[config.mk]
export PLATFORM = sky130hd
export DESIGN_NAME = bgtr_ctrl
export DESIGN_NICKNAME = d
export VERILOG_FILES = /design/src/sv/bgtr_pkg.sv /design/src/sv/bgtr_ctrl.sv
export SDC_FILE = /design/constraint.sdc
export NUM_CORES = 1
export LEC_CHECK = 0
export BUFFER_PORTS_ARGS = -buffer_cell sky130_fd_sc_hd__buf_2
export CORE_AREA = 2 2 39 41
export CTS_BUF_LIST = sky130_fd_sc_hd__clkbuf_8
export DETAILED_ROUTE_END_ITERATION = 8
export DIE_AREA = 0 0 41 43
export GPL_TIMING_DRIVEN = 0
export PLACE_DENSITY = 0.58
export SKIP_CTS_REPAIR_TIMING = 1
export SYNTH_ARGS = -nofsm -noshare
export SYNTH_HDL_FRONTEND = slang
export SYNTH_SLANG_ARGS = --single-unit
export TNS_END_PERCENT = 1
[constraint.sdc]
create_clock -name clk -period 2.2 [get_ports clk]
set_input_delay 0.44 -clock clk [delete_from_list [all_inputs] [get_ports clk]]
set_output_delay 0.44 -clock clk [all_outputs]
set_load 0.1 [all_outputs]
[src/sv/bgtr_pkg.sv]
// shared types and constants of the bitmap glyph text rasterizer
package bgtr_pkg;

	localparam int APB_AW    = 5;
	localparam int S_TDATA_W = 80;
	localparam int M_TDATA_W = 88;

	// register indexes
	localparam logic [2:0] REG_DST_WIDTH    = 3'd0;
	localparam logic [2:0] REG_DST_HEIGHT   = 3'd1;
	localparam logic [2:0] REG_SCALE        = 3'd2;
	localparam logic [2:0] REG_INK_COLOR    = 3'd3;
	localparam logic [2:0] REG_SHADOW_COLOR = 3'd4;
	localparam logic [2:0] REG_FALLBACK_ADV = 3'd5;
	localparam logic [2:0] REG_NUM_GLYPHS   = 3'd6;
	localparam logic [2:0] REG_FIRST_CHAR   = 3'd7;

	// item kinds
	localparam logic CMD_LOAD = 1'b0;
	localparam logic CMD_DRAW = 1'b1;

	localparam logic [12:0] SURF_MAX     = 13'd4096;
	localparam logic [6:0]  RESULT_LIMIT = 7'd64;
	localparam logic [19:0] PEN_MAX      = 20'h7FFFF;

	typedef struct packed {
		logic [12:0] dst_width;
		logic [12:0] dst_height;
		logic [3:0]  scale;
		logic [31:0] ink_color;
		logic [31:0] shadow_color;
		logic [7:0]  fallback_advance;
		logic [7:0]  num_glyphs;
		logic [7:0]  first_char;
	} cfg_t;

	typedef struct packed {
		logic take;
		logic fetch;
		logic wdth;
		logic pen;
		logic row;
		logic walk;
		logic done;
	} ctrl_cmd_t;

	typedef struct packed {
		logic is_draw;
		logic go_rows;
		logic col_last;
		logic row_last;
		logic stall;
		logic out_free;
	} dp_stat_t;

endpackage

[src/sv/bgtr_ctrl.sv]
// sequencer for glyph fetch, cell walk and result hand-off
module bgtr_ctrl (
	input  logic                  clk,
	input  logic                  arst_n,
	input  logic                  in_accept,
	input  bgtr_pkg::dp_stat_t    stat,
	output bgtr_pkg::ctrl_cmd_t   cmd
);

	typedef enum logic [6:0] {
		ST_IDLE  = 7'b0000001,
		ST_FETCH = 7'b0000010,
		ST_WDTH  = 7'b0000100,
		ST_PEN   = 7'b0001000,
		ST_ROW   = 7'b0010000,
		ST_CELL  = 7'b0100000,
		ST_DONE  = 7'b1000000
	} state_t;

	state_t state_q, state_d;

	always_comb begin
		state_d = state_q;
		case (state_q)
			ST_IDLE: begin
				if (in_accept && stat.is_draw) begin
					state_d = ST_FETCH;
				end
			end
			ST_FETCH: state_d = ST_WDTH;
			ST_WDTH:  state_d = ST_PEN;
			ST_PEN:   state_d = stat.go_rows ? ST_ROW : ST_DONE;
			ST_ROW:   state_d = ST_CELL;
			ST_CELL: begin
				if (!stat.stall && stat.col_last) begin
					state_d = stat.row_last ? ST_DONE : ST_ROW;
				end
			end
			ST_DONE: begin
				if (stat.out_free) begin
					state_d = ST_IDLE;
				end
			end
			default: state_d = ST_IDLE;
		endcase
	end

	always_ff @(posedge clk or negedge arst_n) begin
		if (!arst_n) begin
			state_q <= ST_IDLE;
		end else begin
			state_q <= state_d;
		end
	end

	assign cmd.take  = (state_q == ST_IDLE);
	assign cmd.fetch = (state_q == ST_FETCH);
	assign cmd.wdth  = (state_q == ST_WDTH);
	assign cmd.pen   = (state_q == ST_PEN);
	assign cmd.row   = (state_q == ST_ROW);
	assign cmd.walk  = (state_q == ST_CELL);
	assign cmd.done  = (state_q == ST_DONE);

endmodule

==> key figures, run 1 <==
Run status
  – Failing checks: setup timing
  – Status: finished, violations left

STA
  – Fmax: 455 MHz
  – Slew Limit Fails: 0
  – Setup slack after layout: -0.0000495 ns
  – Slew @ Worst Pin: 0.409 ns
  – Final Setup Violations: 1
  – Slew margin rel.: 72.4%
  – Tmin final: 2.20 ns
  – Clk_skew: 0.00612 ns
  – WHS: 0.0431 ns
  – Final Hold Fails: 0
  – Setup TNS: -0.0000495 ns
  – Final period util: 100%
  – RSZ-0062 raised after global routing: yes

Clock network
  – CTS Sinks: 7
  – Root buf cell: clkbuf_8
  – CTS clk-pin slew, worst paths: 0.05 ns
  – CTS buffer count: 3
  – Clk_lat worst skew: 0.23 ns
  – Max Buffers Root-to-Sink: 2
  – CTS tree: yes
  – H-tree levels: 1

GRT
  – First-pass GRT wire length: 1670 µm
  – Vias in the first global route: 390
  – Largest net degree at the start of global routing: 10
  – Gr ovfl total: 0
  – Antenna violations before repair: 0
  – GR Util All Layers: 14.6%

Synthesis
  – Synth Net Count: 56
  – Top cell type by total area after synthesis: dfrtp_1
  – Distinct cells, synth: 26
  – Register area share after synthesis: 37.2%
  – Synth Cell Area: 474 µm²
  – Syn. warnings: 0
  – Synthesized instance count: 47
  – Syn avg cell area: 10.1 µm²
  – Top cells by area, synth: dfrtp_1 (32%), and4b_2 (7.1%), o2bb2ai_2 (6.3%)
  – Post-synth top area share: 31.7%
  – Yosys reg bits: 7

Layout
  – Most flop-heavy register: state_q
  – Nets: 76
  – Multi-input logic area: 283 µm²
  – Fillers: 143
  – Area delta synth->final: 38.5%
  – Ant. Diodes: 0
  – Sequential standard cell area: 176 µm²
  – Non-Filler Instances: 82
  – Max FFs per register: 7
  – Top Registers: state_q: 7 flops
  – Final Util: 47.5%
  – Finished Cell Area: 657 µm²
  – Layout cell share with drive strength beyond 1: 50.0%

Floorplan
  – Initial Utilization: 34.3%
  – Die Footprint: 0.00176 mm²
  – Die width: 41 µm
  – DIE HEIGHT: 43 µm
  – Num rows: 14
  – IO Pins: 16
  – Core Region: 0.00138 mm²

Power
  – Max VDD drop: 0.959 mV
  – Pwr dens: 1100 mW/mm²
  – Tot Pwr: 722 µW
  – Leakage: 0.324 nW

Detailed routing
  – ANT nets after route: 0
  – 1st-pass router iterations: 4
  – DR vias: 423
  – Drc violations: 0
  – Avg WL per Cell: 13.1 µm
  – Routed wire length: 1070 µm
  – Vias per inst: 5.16
  – DRT iter0 DRCs: 9

Placed design
  – Final GP Congestion: 0.738
  – DP Area: 569 µm²
  – DPL Wire Length: 811 µm
  – Port Buffers: 15
  – Cell count after placement: 78
  – Worst Setup Slack post-DPL: 0.0385 ns

Setup path
  – Critical path launch point: state_q[1]$_DFFE_PN0P_
  – Critical Path RT: 1.76 ns
  – Bufs and invs on worst path: 1
  – Worst reg2reg path depth: 4
  – Critical path arrival: 1.76 ns
  – R2r startpoint: state_q[1]$_DFFE_PN0P_
  – Maximum fanout along the worst path: 5
  – Critical path type: reg -> out
  – CP max stage cell: or4b_4
  – Worst setup SP type: flop
  – Critical path capture point type: primary output
  – Reg2Reg Setup Slack: 0.62 ns
  – Cell family with most CP delay: simple AND/OR/NAND/NOR gates
  – Worst reg2reg path endpoint: state_q[6]$_DFFE_PN0P_
  – Stages on the worst setup path: 4
  – Worst setup endpoint: cmd[0]
  – Worst-path cell chain: nor2_4 -> or4b_4 -> nor3_4 -> buf_12
  – CP max stage delay: 0.52 ns

Job
  – Max cap viols: 0

Worst hold path
  – HP Class: in -> async
## synthesized netlist by cell type
cell       count
dfstp_2        1
nor2_2         1
or4b_4         1
and3_1         2
o2bb2ai_2      2
a32oi_1        1
nor4_1         1
nand2_1        2
buf_4          1
nor4b_1        1
dfrtp_1        6
nand2b_1       1
a31oi_1        1
and4b_2        3
nor3b_1        1
nor2b_1        1
a22oi_1        2
a21o_1         1
and3_4         1
nor3_4         1
and4b_1        1
inv_1          5
xor2_1         1
or3_1          1
nor2_1         6
nor3_2         2
## report_power, final
group	total [mW]	switching [mW]	leakage, nW	internal [mW]
sequential	0.192	0.0344	0.0927	0.158
clock	0.183	0.0597	0.0255	0.123
combinational	0.347	0.242	0.205	0.105
total	0.722	0.336	0.324	0.385
## worst min path at each step
stage	start	end	cells past startpoint
global route	arst_n	state_q[4]$_DFFE_PN0P_	1
finish	arst_n	state_q[3]$_DFFE_PN0P_	1
global placement	arst_n	state_q[3]$_DFFE_PN0P_	1
floorplan	arst_n	state_q[1]$_DFFE_PN0P_	0
CTS	arst_n	state_q[3]$_DFFE_PN0P_	1
detailed placement	arst_n	state_q[3]$_DFFE_PN0P_	1
## placed cells by master, fill, tap and decap left out, types with 2 or more instances in the layout
master,n
nor2_1,6
buf_2,8
and4b_2,3
inv_1,5
nor3_2,2
o2bb2ai_2,2
and3_1,2
clkbuf_4,6
clkbuf_8,3
nand2_1,2
a22oi_1,2
dfrtp_1,6
## logic make-up (layout without fill, tap and decap cells)
kind of cell | after synthesis | count (layout) | synth area share (%)
XOR/XNOR | 1 | 1 | 1.85
AND/OR/NAND/NOR | 26 | 26 | 41.2
buffers and inverters | 6 | 25 | 5.54
AO/OA/AOI/OAI | 7 | 7 | 14.2
flip-flops | 7 | 7 | 37.2
## per-layer routing
layer	vias up	wire [µm]	global-route usage (%)
li1	211	-	-
met1	200	469	20.3
met2	10	541	19.4
met3	2	52	4.71
met4	0	8	8.00
met5	-	0	0
## final cells by class
class	instances	area share (%)
multi-input combinational	34	43.0
timing repair buffer	15	16.0
clock buffer	3	6.29
buffer	1	1.14
tap	16	3.05
inverter	5	2.86
clock inverter	1	0.762
sequential	7	26.9
(Power assumes the default switching activity.)
==> run 2, diff against run 1 <==
--- a/config.mk
+++ b/config.mk
@@ -5,6 +5,7 @@
 export SDC_FILE = /design/constraint.sdc
 export NUM_CORES = 1
 export LEC_CHECK = 0
+export ABC_AREA = 1
 export BUFFER_PORTS_ARGS = -buffer_cell sky130_fd_sc_hd__buf_2
 export CORE_AREA = 2 2 39 41
 export CTS_BUF_LIST = sky130_fd_sc_hd__clkbuf_8
==> key figures, run 2 <==
Clock network
  – Root buf cell: clkbuf_8
  – H-tree levels: 1
  – CTS clk-pin slew, worst paths: 0.04 ns
  – Clk_lat worst skew: 0.23 ns
  – CTS tree: yes
  – Max Buffers Root-to-Sink: 2
  – CTS Sinks: 7
  – CTS buffer count: 3

Setup path
  – Worst reg2reg path endpoint: state_q[0]$_DFFE_PN1P_
  – Critical Path RT: 1.76 ns
  – Reg2Reg Setup Slack: 0.90 ns
  – Cell family with most CP delay: flip-flops
  – Critical path capture point type: primary output
  – Critical path type: reg -> out
  – Bufs and invs on worst path: 1
  – Worst setup SP type: flop
  – Maximum fanout along the worst path: 8
  – CP max stage cell: dfrtp_1
  – Worst-path cell chain: nor2_4 -> nand2_4 -> nor2_1 -> buf_2
  – Worst reg2reg path depth: 5
  – CP max stage delay: 0.45 ns
  – Critical path arrival: 1.58 ns
  – R2r startpoint: state_q[0]$_DFFE_PN1P_

Detailed routing
  – Vias per inst: 4.36
  – Drc violations: 0
  – 1st-pass router iterations: 4
  – ANT nets after route: 0
  – DR vias: 440
  – DRT iter0 DRCs: 2
  – Avg WL per Cell: 9.34 µm
  – Routed wire length: 943 µm

STA
  – Final period util: 91.7%
  – WHS: 0.0384 ns
  – Slew @ Worst Pin: 0.486 ns
  – Final Hold Fails: 0
  – Clk_skew: 0.000677 ns
  – Final Setup Violations: 0
  – Setup TNS: 0 ns
  – RSZ-0062 raised after global routing: no
  – Tmin final: 2.02 ns
  – Slew margin rel.: 67.8%
  – Slew Limit Fails: 0
  – Fmax: 496 MHz

Synthesis
  – Syn avg cell area: 7.26 µm²
  – Top cell type by total area after synthesis: dfrtp_1
  – Syn. warnings: 0
  – Post-synth EDFFs: 0
  – Async set-reset flop share out of synthesis: 100%
  – Top cells by area, synth: dfrtp_1 (31%), nand2_1 (10%), nor2_1 (10%)
  – Post-synth top cells: nand2_1 (13), nor2_1 (13), inv_1 (12)
  – Register area share after synthesis: 36.8%
  – Synth Cell Area: 479 µm²
  – Synthesized instance count: 66
  – Distinct cells, synth: 19
  – Synth Net Count: 75
  – Yosys reg bits: 7
  – Post-synth top area share: 31.3%
  – Post-synth top flop: dfrtp_1

Layout
  – Final Util: 45.8%
  – Fillers: 138
  – Multi-input logic area: 273 µm²
  – Ant. Diodes: 0
  – Nets: 95
  – Top Registers: state_q: 7 flops
  – Max FFs per register: 7
  – Most flop-heavy register: state_q
  – Sequential standard cell area: 176 µm²
  – Commonest non-fill, non-tap cells in the layout: buf_2 (15), inv_1 (13), nor2_1 (13), nand2_1 (13), dfrtp_1 (6)
  – Area delta synth->final: 32.4%
  – Commonest non-fill, non-tap cell in the layout: buf_2
  – Layout cell share with drive strength beyond 1: 37.6%

Floorplan
  – IO Pins: 16
  – DIE HEIGHT: 43 µm
  – Die Footprint: 0.00176 mm²
  – Die width: 41 µm
  – Initial Utilization: 34.6%
  – Num rows: 14
  – Core Region: 0.00138 mm²

GRT
  – First-pass GRT wire length: 1680 µm
  – Largest net degree at the start of global routing: 9
  – GR Util All Layers: 14.7%
  – Vias in the first global route: 429
  – Gr ovfl total: 0
  – Antenna violations before repair: 0

Placed design
  – Port Buffers: 15
  – Final GP Congestion: 0.700
  – DPL Wire Length: 754 µm

Power
  – Psw: 421 µW
  – Pwr dens: 1270 mW/mm²
  – Seq pwr share: 23.6%
  – Comb power frac: 54.0%
  – Clk pwr share: 22.4%
  – Net Sw Frac: 52.1%
  – Max VDD drop: 0.770 mV
  – Pint: 388 µW
  – Leakage: 0.347 nW

Worst hold path
  – HP Class: in -> async

Run status
  – Status: completed

Job
  – Max cap viols: 0
-- run 2: cell count changes after synthesis, sizes merged, moves of 2 or more --
cell     delta
nand3       +5
a22oi       -2
and4b       -4
inv         +7
and3        -3
nor2       +11
o2bb2ai     -2
nand2      +14
o21ai       +2
-- run 2: power by group through the flow --
stage               clock network, mW  registers [mW]  logic [mW]
CTS                             0.184           0.191       0.442
finish                          0.181           0.191       0.437
detailed placement                  0           0.193       0.441
global placement                    0           0.192       0.442
floorplan                           0           0.188       0.379
global route                    0.192           0.195       0.476
-- run 2: worst max-delay path by stage --
stage,slack (ns),start,end,cells after the start
final,0.18,state_q[4]$_DFFE_PN0P_,cmd[4],4
after global routing,0.1,state_q[4]$_DFFE_PN0P_,cmd[4],4
after detailed placement,0.43,state_q[2]$_DFFE_PN0P_,cmd[2],4
after global placement,0.44,state_q[4]$_DFFE_PN0P_,cmd[4],4
after floorplan,-0.23,state_q[4]$_DFFE_PN0P_,cmd[4],3
after CTS,0.18,state_q[4]$_DFFE_PN0P_,cmd[4],4
-- run 2: kinds of logic after synthesis --
family,count (synthesis),synth area share [%]
AND/OR/NAND/NOR,43,48.3
flip-flops,7,36.8
AO/OA/AOI/OAI,4,5.48
buffers and inverters,12,9.40
-- run 2: metal layers --
layer / vias to the layer above / global-route usage (%) / part of all wire, %
li1: 237 / - / -
met1: 186 / 17.2 / 45
met2: 13 / 20.6 / 46
met3: 4 / 3.14 / 5.3
met4: 0 / 14.0 / 3.2
met5: - / 0 / 0
-- run 2: through the flow --
step	setup slack (ns)	cell area (µm²)	power [mW]	instances
final	0.184	634	0.809	101
after global routing	0.0980	634	0.863	101
after CTS	0.184	634	0.817	101
after detailed placement	0.434	589	0.634	97
after global placement	0.438	589	0.633	97
after floorplan	-0.231	494	0.567	66
-- run 2: cell type report --
cell class	count	share of cell area, %
Multi-Input combinational cell	47	43.0
Sequential cell	7	27.8
Timing Repair Buffer	15	11.8
Inverter	12	7.10
Clock buffer	3	6.51
Tap cell	16	3.16
Clock inverter	1	0.592
