`config.mk`:
```
export PLATFORM = sky130hd
export DESIGN_NAME = bgtr_regs
export DESIGN_NICKNAME = d
export VERILOG_FILES = /design/src/sv/bgtr_pkg.sv /design/src/sv/bgtr_regs.sv
export SDC_FILE = /design/constraint.sdc
export NUM_CORES = 1
export LEC_CHECK = 0
export ABC_CLOCK_PERIOD_IN_PS = 1700
export BUFFER_PORTS_ARGS = -buffer_cell sky130_fd_sc_hd__buf_2
export CAP_MARGIN = 0
export CORE_ASPECT_RATIO = 0.7
export CORE_MARGIN = 1
export CORE_UTILIZATION = 41
export DETAILED_ROUTE_END_ITERATION = 10
export GPL_ROUTABILITY_DRIVEN = 0
export PLACE_DENSITY = 0.71
export RECOVER_POWER = 100
export SLEW_MARGIN = 10
export SYNTH_ARGS = -nofsm -noshare
export SYNTH_HDL_FRONTEND = slang
export SYNTH_SLANG_ARGS = --single-unit
```
`constraint.sdc`:
```
create_clock -name clk -period 1.7 [get_ports clk]
set_input_delay 0.34 -clock clk [delete_from_list [all_inputs] [get_ports clk]]
set_output_delay 0.34 -clock clk [all_outputs]
set_load 0.1 [all_outputs]
```
`src/sv/bgtr_pkg.sv`:
```
// shared types and constants of the bitmap glyph text rasterizer
package bgtr_pkg;

	localparam int APB_AW    = 5;
	localparam int S_TDATA_W = 80;
	localparam int M_TDATA_W = 88;

	// register indexes
	localparam logic [2:0] REG_DST_WIDTH    = 3'd0;
	localparam logic [2:0] REG_DST_HEIGHT   = 3'd1;
	localparam logic [2:0] REG_SCALE        = 3'd2;
	localparam logic [2:0] REG_INK_COLOR    = 3'd3;
	localparam logic [2:0] REG_SHADOW_COLOR = 3'd4;
	localparam logic [2:0] REG_FALLBACK_ADV = 3'd5;
	localparam logic [2:0] REG_NUM_GLYPHS   = 3'd6;
	localparam logic [2:0] REG_FIRST_CHAR   = 3'd7;

	// item kinds
	localparam logic CMD_LOAD = 1'b0;
	localparam logic CMD_DRAW = 1'b1;

	localparam logic [12:0] SURF_MAX     = 13'd4096;
	localparam logic [6:0]  RESULT_LIMIT = 7'd64;
	localparam logic [19:0] PEN_MAX      = 20'h7FFFF;

	typedef struct packed {
		logic [12:0] dst_width;
		logic [12:0] dst_height;
		logic [3:0]  scale;
		logic [31:0] ink_color;
		logic [31:0] shadow_color;
		logic [7:0]  fallback_advance;
		logic [7:0]  num_glyphs;
		logic [7:0]  first_char;
	} cfg_t;

	typedef struct packed {
		logic take;
		logic fetch;
		logic wdth;
		logic pen;
		logic row;
		logic walk;
		logic done;
	} ctrl_cmd_t;

	typedef struct packed {
		logic is_draw;
		logic go_rows;
		logic col_last;
		logic row_last;
		logic stall;
		logic out_free;
	} dp_stat_t;

endpackage

```
`src/sv/bgtr_regs.sv`:
```
// apb configuration registers
module bgtr_regs (
	input  logic                          clk,
	input  logic                          arst_n,
	input  logic                          psel,
	input  logic                          penable,
	input  logic                          pwrite,
	input  logic [bgtr_pkg::APB_AW-1:0]   paddr,
	input  logic [31:0]                   pwdata,
	output logic [31:0]                   prdata,
	output logic                          pready,
	output bgtr_pkg::cfg_t                cfg
);

	bgtr_pkg::cfg_t cfg_q;
	logic [2:0]     idx;
	logic           wr;

	assign idx    = paddr[4:2];
	assign wr     = psel && penable && pwrite;
	assign pready = 1'b1;

	always_ff @(posedge clk or negedge arst_n) begin
		if (!arst_n) begin
			cfg_q.dst_width        <= 13'd320;
			cfg_q.dst_height       <= 13'd200;
			cfg_q.scale            <= 4'd1;
			cfg_q.ink_color        <= 32'hFFFF_FFFF;
			cfg_q.shadow_color     <= 32'd0;
			cfg_q.fallback_advance <= 8'd8;
			cfg_q.num_glyphs       <= 8'd0;
			cfg_q.first_char       <= 8'd32;
		end else if (wr) begin
			case (idx)
				bgtr_pkg::REG_DST_WIDTH:    cfg_q.dst_width        <= pwdata[12:0];
				bgtr_pkg::REG_DST_HEIGHT:   cfg_q.dst_height       <= pwdata[12:0];
				bgtr_pkg::REG_SCALE:        cfg_q.scale            <= pwdata[3:0];
				bgtr_pkg::REG_INK_COLOR:    cfg_q.ink_color        <= pwdata;
				bgtr_pkg::REG_SHADOW_COLOR: cfg_q.shadow_color     <= pwdata;
				bgtr_pkg::REG_FALLBACK_ADV: cfg_q.fallback_advance <= pwdata[7:0];
				bgtr_pkg::REG_NUM_GLYPHS:   cfg_q.num_glyphs       <= pwdata[7:0];
				bgtr_pkg::REG_FIRST_CHAR:   cfg_q.first_char       <= pwdata[7:0];
				default: ;
			endcase
		end
	end

	always_comb begin
		case (idx)
			bgtr_pkg::REG_DST_WIDTH:    prdata = {19'd0, cfg_q.dst_width};
			bgtr_pkg::REG_DST_HEIGHT:   prdata = {19'd0, cfg_q.dst_height};
			bgtr_pkg::REG_SCALE:        prdata = {28'd0, cfg_q.scale};
			bgtr_pkg::REG_INK_COLOR:    prdata = cfg_q.ink_color;
			bgtr_pkg::REG_SHADOW_COLOR: prdata = cfg_q.shadow_color;
			bgtr_pkg::REG_FALLBACK_ADV: prdata = {24'd0, cfg_q.fallback_advance};
			bgtr_pkg::REG_NUM_GLYPHS:   prdata = {24'd0, cfg_q.num_glyphs};
			bgtr_pkg::REG_FIRST_CHAR:   prdata = {24'd0, cfg_q.first_char};
			default:                    prdata = 32'd0;
		endcase
	end

	assign cfg = cfg_q;

endmodule

```
==> results of run 1 <==
final timing paths:
kind	from	endpoint	slack, ns	cells past startpoint
max reg2reg	cfg[100]$_DFFE_PN0P_	cfg[100]$_DFFE_PN0P_	0.57	3
min	pwdata[28]	cfg[84]$_DFFE_PN1P_	0.16	2
max	cfg[62]$_DFFE_PN1P_	prdata[6]	-0.34	5
max in group asynchronous	arst_n	cfg[24]$_DFFE_PN0P_	0.01	3
min in group asynchronous	arst_n	cfg[116]$_DFFE_PN0P_	0.77	3
min reg2reg	cfg[16]$_DFFE_PN0P_	cfg[16]$_DFFE_PN0P_	0.53	1
layer usage:
| metal | share of wire | track usage |
|---|---|---|
| met5 | 0 | 0 |
| met1 | 0.44 | 0.347 |
| met2 | 0.48 | 0.397 |
| met3 | 0.074 | 0.0672 |
| met4 | 0.0065 | 0.0846 |
power groups by stage:
stage,logic (mW),clock network (mW),registers [mW]
after global placement,6.95,0,4.16
final,7.27,3.68,4.18
after floorplan,1.55,0,8.24
after detailed placement,7.00,0,4.20
after CTS,7.20,3.73,4.16
after global routing,7.43,3.89,4.28
cell usage after synthesis (all sizes together) (4+ instances only):
library cell  count  area, um2
nand3             4       20.0
buf              19        109
o22ai             9       56.3
inv               7       26.3
nand2             5       18.8
o22a              4       35.0
a22o             19        166
a22oi             6       45.0
o21ai             7       35.0
mux2i            15        150
a31oi             4       25.0
nor2b             5       31.3
nor2             27        111
mux2            120       1390
dfrtp            78       1950
clkbuf            5       18.8
dfstp            40       1050
layout by cell type, fill, tap and decap left out, types with 3 or more instances in the layout:
cell       Yosys  final
nand4_1        2      3
buf_4          1     72
a31oi_4        0      3
mux2_2       104    104
dfstp_2       40     20
dfrtp_2        0     52
o22ai_2        0      6
nand3_1        4      4
nand2_1        5      4
clkbuf_4       0      7
nor2_1        23     17
mux2i_1       15     14
clkbuf_1       5     15
o22ai_1        9      3
mux2_4        10      7
inv_1          6      6
dfrtp_1       78      9
a22oi_2        0      5
clkbuf_2       0      9
nor2b_2        0      3
clkinv_2       0      4
clkbuf_16      0     22
o22a_4         0      4
a22o_4         0     19
buf_12         0     44
dfrtp_4        0     17
buf_2         15    108
clkbuf_8       0      3
buf_6          2      5
bufinv_16      0      3
mux2_1         6      9
o21ai_0        7      4
nor2_4         0      8
o21ai_1        0      3
dfstp_4        0     20
per-stage QoR:
step | area, um2 | hold slack [ns] | std cells | total power [mW]
after floorplan | 6090 | 0.0444 | 394 | 9.78
after global placement | 8060 | 0.344 | 769 | 11.1
after detailed placement | 8060 | 0.353 | 769 | 11.2
after CTS | 8890 | 0.143 | 812 | 15.1
after global routing | 9020 | 0.154 | 828 | 15.6
final | 9020 | 0.160 | 828 | 15.1
kinds of logic (layout without fill, tap and decap cells):
kind of cell / Yosys count / count (layout) / synth area share
mux: 135 / 135 / 0.285
flops: 118 / 118 / 0.557
compound gates: 57 / 57 / 0.0779
simple gates: 52 / 52 / 0.0508
buf+inv: 31 / 303 / 0.0285
other cells: 1 / 1 / 0.000695
cell type report:
class,count,share of cell area
Clock buffer,23,0.0530
Timing Repair Buffer,264,0.258
Multi-Input combinational cell,245,0.293
Tap cell,162,0.0225
Clock inverter,9,0.0139
Sequential cell,118,0.355
Inverter,7,0.00430
worst max-delay path, stage by stage, from the launching register on:
cell and delay, ns:
dfstp_4 0.62, mux2i_1 0.07, o21ai_1 0.14, nand2_1 0.11, a31oi_4 0.17, buf_12 0.20
timing repair:
action                                 in CTS  in global routing
hold buffers                                1                  0
endpoints found under the hold margin      78                  0
setup endpoints to repair                  67                 40
setup buffers                               9                 12
cloned                                      1                  6
pin swaps                                  14                 21
resized for setup                          48                 37
==> results.md, run 1 <==
* Status: finished with violations
* Failing checks: design-rule violations, negative setup slack
* CTS Buffer Depth at 2
* Arr. time, crit path at roughly 1.7 ns
* Critical Path RT at between 1 and 1.5 ns
* DR vias/cell at about 5.4
* Post-route ant nets at 0
* LEAKAGE at 4.13 nW
* Fin. Hold Viols at 0
* P_int at a little under 8 mW
* Mean Syn Cell Area at ~14 um2
* Pins Over Slew Limit at 0
* Part of the cycle the worst path needs at 1.20
* Finished Core Util at 0.714
* Register area share after synthesis at 0.557
* H-tree depth at 4
* Final #Nets at 695
* RSZ-0062 raised after global routing: yes
* Reg area at 3210 um2
* Net Count, Synth at between 400 and 500
* Wire per inst at 21.1 um
* Die ar. at 13600 um2
* Setup-failing EPs final at between 40 and 50
* Post-synth design cell area at about 5400 um2
* Die width at 139 um
* Critical Path End Type: output port
* IO Pins at ~190
* Drt total wl at between 15000 and 20000 um
* Die height at about 98 um
* CTS sink cnt at about 120
* Clock-pin transition on the worst setup and hold timing paths at roughly 0.050 ns
* Crit Path Max Fanout at 3
* Root buffer cell: clkbuf_16
* Vias in the first global route at between 4000 and 5000
* Power Dens Cells at 1680 nW/um2
* Combinational Power Share at 0.480
* HPWL Detailed at between 10000 and 15000 um
* VDD IR max at between 0.001 and 0.0015 V
* Hold WC Path Type: in2reg
* Worst Slack Setup Final at -0.337 ns
* Number of flip-flops in the largest register at about 120
* Port Buffers at roughly 190
* Fillers at between 800 and 900
* # rows at 34
* Aggregate global-route resource usage at 0.255
* Library cells used by synthesis at 37
* First-pass GRT wire length at ~26000 um
* Switching share of power at 0.487
* Max-slew headroom at 0.213
* Worst slew pin tran at 1.18 ns
* Starting density of the core at 0.427
* Critical path class: reg2out
* DR iter-0 viols at between 200 and 250
* EDFF count, synth at 0
* Post-synth top flop: dfrtp_1
* Largest net degree at the start of global routing at between 70 and 80
* Synthesized instance count at roughly 390
* Placement Setup Slack at -0.262 ns
* Clk_lat worst skew at ~0.4 ns
* Sequential share of power at 0.276
* DR vias at 4444
* Synth warn at 0
* 1st-pass router iterations at 8
* Asr flop ratio synth at 1.00
* Max Cap Viol at 0
* Gr ovfl total at 0
* Total CTS buffers at 17
* Sw power at 7.36 mW
* Synth-to-Final Area Change at 67.2%
* Clock power frac at 0.243
* Core area at between 10000 and 15000 um2
* Layout cells sized above 1 at 0.841
* Fin crit period at just over 2 ns
* Final routed DRC violation total at 12
* Setup tns final at -10.79 ns
* FMAX at between 400 and 500 MHz
* Multi-input gate area at ~2600 um2
* Antenna cells at 0
* Initial antenna violation count at 0
* CTS tree: done
* Setup Skew at 0 ns
* Startpoint Class: flop
* FF+latch count, synth at around 120
Note: power is estimated with default switching activity, not from simulation.
==> run 2, diff against run 1 <==
--- a/config.mk
+++ b/config.mk
@@ -10,10 +10,9 @@
 export CAP_MARGIN = 0
 export CORE_ASPECT_RATIO = 0.7
 export CORE_MARGIN = 1
-export CORE_UTILIZATION = 41
+export CORE_UTILIZATION = 35
 export DETAILED_ROUTE_END_ITERATION = 10
 export GPL_ROUTABILITY_DRIVEN = 0
-export PLACE_DENSITY = 0.71
 export RECOVER_POWER = 100
 export SLEW_MARGIN = 10
 export SYNTH_ARGS = -nofsm -noshare
==> run 2 against run 1 <==
  * Die area increased by 17%
  * The run ends with negative setup slack left
  * Setup slack got worse by 0.0077 ns
  * Cell count increased by 3.7%
  * Global-route usage decreased by 3.2 points
  * Hold slack got worse by 0.0026 ns
  * Sequential share of layout area decreased by 0.53 points
  * Critical path depth unchanged
  * Largest power group unchanged
  * Non-clock buffer count decreased by 2
  * Clock skew unchanged
  * Largest cell class unchanged
  * Combinational power increased by 0.8%
==> results.md, run 2 (synthesis gave the netlist of run 1 again) <==
* Status: finished with violations (unchanged)
* Failing checks: negative setup slack (was design-rule violations, negative setup slack)
* First-pass GRT wire length at 26300 um (about the same)
* RR Startpoint: cfg[100]$_DFFE_PN0P_ (unchanged)
* Starting density of the core at 0.363 (was 0.427)
* GRT met1 Usage at 0.297 (was 0.347)
* Number of flip-flops in the largest register at 118 (unchanged)
* Worst path cell trace: mux2i_1 > o21ai_1 > nand2_1 > a31oi_4 > buf_12 (unchanged)
* Die width at 150 um (was 139 um)
* GR Util met3 at 0.0641 (was 0.0672)
* Synth-to-Final Area Change at 69.8% (was 67.2%)
* Worst slew pin tran at 1.21 ns (was 1.18 ns)
* Antenna cells at 0 (unchanged)
* R2R depth at 2 (was 3)
* IO Pins at 193 (unchanged)
* Hold WC Path Type: in2reg (unchanged)
* Max Cap Viol at 0 (unchanged)
* DR iter-0 viols at 176 (was 222)
* R2R Setup Slk at 0.72 ns (was 0.57 ns)
* Clock-pin transition on the worst setup and hold timing paths at 0.05 ns (about the same)
* Finished Core Util at 0.616 (was 0.714)
* Root buffer cell: clkbuf_16 (unchanged)
* Critical Path Max Stage Delay at 0.61 ns (was 0.62 ns)
* DR vias/cell at 5.01 (was 5.37)
* CTS Buffer Depth at 2 (unchanged)
* Met2 Use GR at 0.347 (was 0.397)
* CTS tree: done (unchanged)
* Critical Path RT at 1.36 ns (about the same)
* Core area at 14900 um2 (was 12600 um2)
* Aggregate global-route resource usage at 0.223 (was 0.255)
* HPWL Detailed at 11800 um (was 11400 um)
* Initial antenna violation count at 0 (unchanged)
* Final hold slack at 0.157 ns (was 0.160 ns)
* Power Total at 15.2 mW (was 15.1 mW)
* Part of the cycle the worst path needs at 1.20 (about the same)
* Critical path class: reg2out (unchanged)
* Final routed DRC violation total at 0 (was 12)
* Pins Over Slew Limit at 0 (unchanged)
* Fin crit period at 2.04 ns (about the same)
* Clk_lat worst skew at 0.42 ns (was 0.40 ns)
* R2r endpoint: cfg[100]$_DFFE_PN0P_ (unchanged)
* VDD IR max at 0.000873 V (was 0.00104 V)
* Power Dens Cells at 1660 nW/um2 (was 1680 nW/um2)
* Global route hottest layer: met2 (unchanged)
* # rows at 37 (was 34)
* CTS sink cnt at 118 (unchanged)
* FMAX at 489 MHz (was 491 MHz)
* 1st-pass router iterations at 4 (was 8)
* Commonest non-fill, non-tap cell in the layout: buf_2 (unchanged)
* Drt total wl at 16900 um (was 17500 um)
* Critical path origin: cfg[99]$_DFFE_PN1P_ (was cfg[62]$_DFFE_PN1P_)
* Most frequent cells in the layout: buf_2, mux2_2, buf_4, buf_12, dfrtp_2 (was buf_2, mux2_2, buf_4, dfrtp_2, buf_12)
* Total CTS buffers at 17 (unchanged)
* Max-slew headroom at 0.196 (was 0.213)
* Worst Slack Setup Final at -0.344 ns (was -0.337 ns)
* Die height at 106 um (was 98.0 um)
* Critical Path Sink: prdata[7] (was prdata[6])
* Setup-failing EPs final at 65 (was 41)
* Vias in the first global route at 4588 (was 4664)
* Setup tns final at -9.39 ns (was -10.79 ns)
* Arr. time, crit path at 1.70 ns (about the same)
* Startpoint Class: flop (unchanged)
* Layout cells sized above 1 at 0.849 (was 0.841)
* CP bufs+invs at 1 (unchanged)
* LEAKAGE at 4.15 nW (was 4.13 nW)
* Fin. Hold Viols at 0 (unchanged)
* Worst path depth at 5 (unchanged)
* H-tree depth at 4 (unchanged)
* Setup Skew at 0 ns (unchanged)
* Wire per inst at 19.7 um (was 21.1 um)
* Post-route ant nets at 0 (unchanged)
* Die ar. at 15900 um2 (was 13600 um2)
* Gr ovfl total at 0 (unchanged)
* DR vias at 4302 (was 4444)
* Final #Nets at 693 (was 695)
* Top Family by Delay on Critical Path: flip-flops (unchanged)
* Port Buffers at 189 (unchanged)
* Crit Path Max Fanout at 2 (was 3)
* Largest net degree at the start of global routing at 45 (was 71)
* RSZ-0062 raised after global routing: yes (unchanged)
* Critical Path End Type: output port (unchanged)
* Slowest CP cell: dfstp_4 (unchanged)
## run 2: cell count changes in the layout (fill, tap and decap cells not counted), sizes merged
cell	change
clkinvlp	-1
clkbuf	-22
buf	+19
clkinv	+2
## run 2: final cells by class
cell class                      count  area [um2]
Sequential cell                   118        3210
Clock inverter                     10         125
Tap cell                          195         244
Fill cell                        1143        5700
Multi-Input combinational cell    245        2630
Clock buffer                       22         484
Timing Repair Buffer              262        2430
Inverter                            7        30.0
## run 2: worst register-to-register path: stages (launching register included)
cell	delay [ns]
dfrtp_4	0.48
buf_4	0.15
mux2_2	0.25
## run 2: worst min path at each step
stage | startpoint | to | slack [ns] | depth (start not counted)
6_report | pwdata[20] | cfg[76]$_DFFE_PN1P_ | 0.16 | 2
5_1_grt | pwdata[20] | cfg[76]$_DFFE_PN1P_ | 0.14 | 2
4_1_cts | pwdata[20] | cfg[76]$_DFFE_PN1P_ | 0.14 | 2
3_5_place_dp | arst_n | cfg[7]$_DFFE_PN0P_ | 0.25 | 1
3_3_place_gp | arst_n | cfg[6]$_DFFE_PN0P_ | 0.25 | 1
2_1_floorplan | arst_n | cfg[0]$_DFFE_PN0P_ | 0.04 | 0
## run 2: power breakdown
group	leakage (nW)	total (mW)	internal, mW	switching (mW)
clock	0.309	3.71	2.44	1.27
sequential	1.34	4.16	3.66	0.499
combinational	2.50	7.33	1.75	5.58
## run 2: metal layers
metal / vias up / wire length [um]
met3: 19 / 993
met4: 0 / 249
met5: - / 0
met1: 2185 / 7680
met2: 131 / 7960
li1: 1967 / -
## run 2: per-stage QoR
stage | setup slack (ns) | instance area [um2] | std cells
after floorplan | -0.445 | 6090 | 394
after global placement | -0.248 | 8180 | 800
after detailed placement | -0.259 | 8180 | 800
after CTS | -0.368 | 9260 | 856
after global routing | -0.430 | 9160 | 859
final | -0.344 | 9160 | 859
## run 2: repair_timing
action / 4_1_cts / 5_1_grt
hold buffers: 1 / 0
buffers inserted: 20 / 6
pin swaps: 33 / 16
setup endpoints to repair: 63 / 39
gates resized for setup: 68 / 16
gates cloned: 3 / 0
endpoints found under the hold margin: 12 / 0
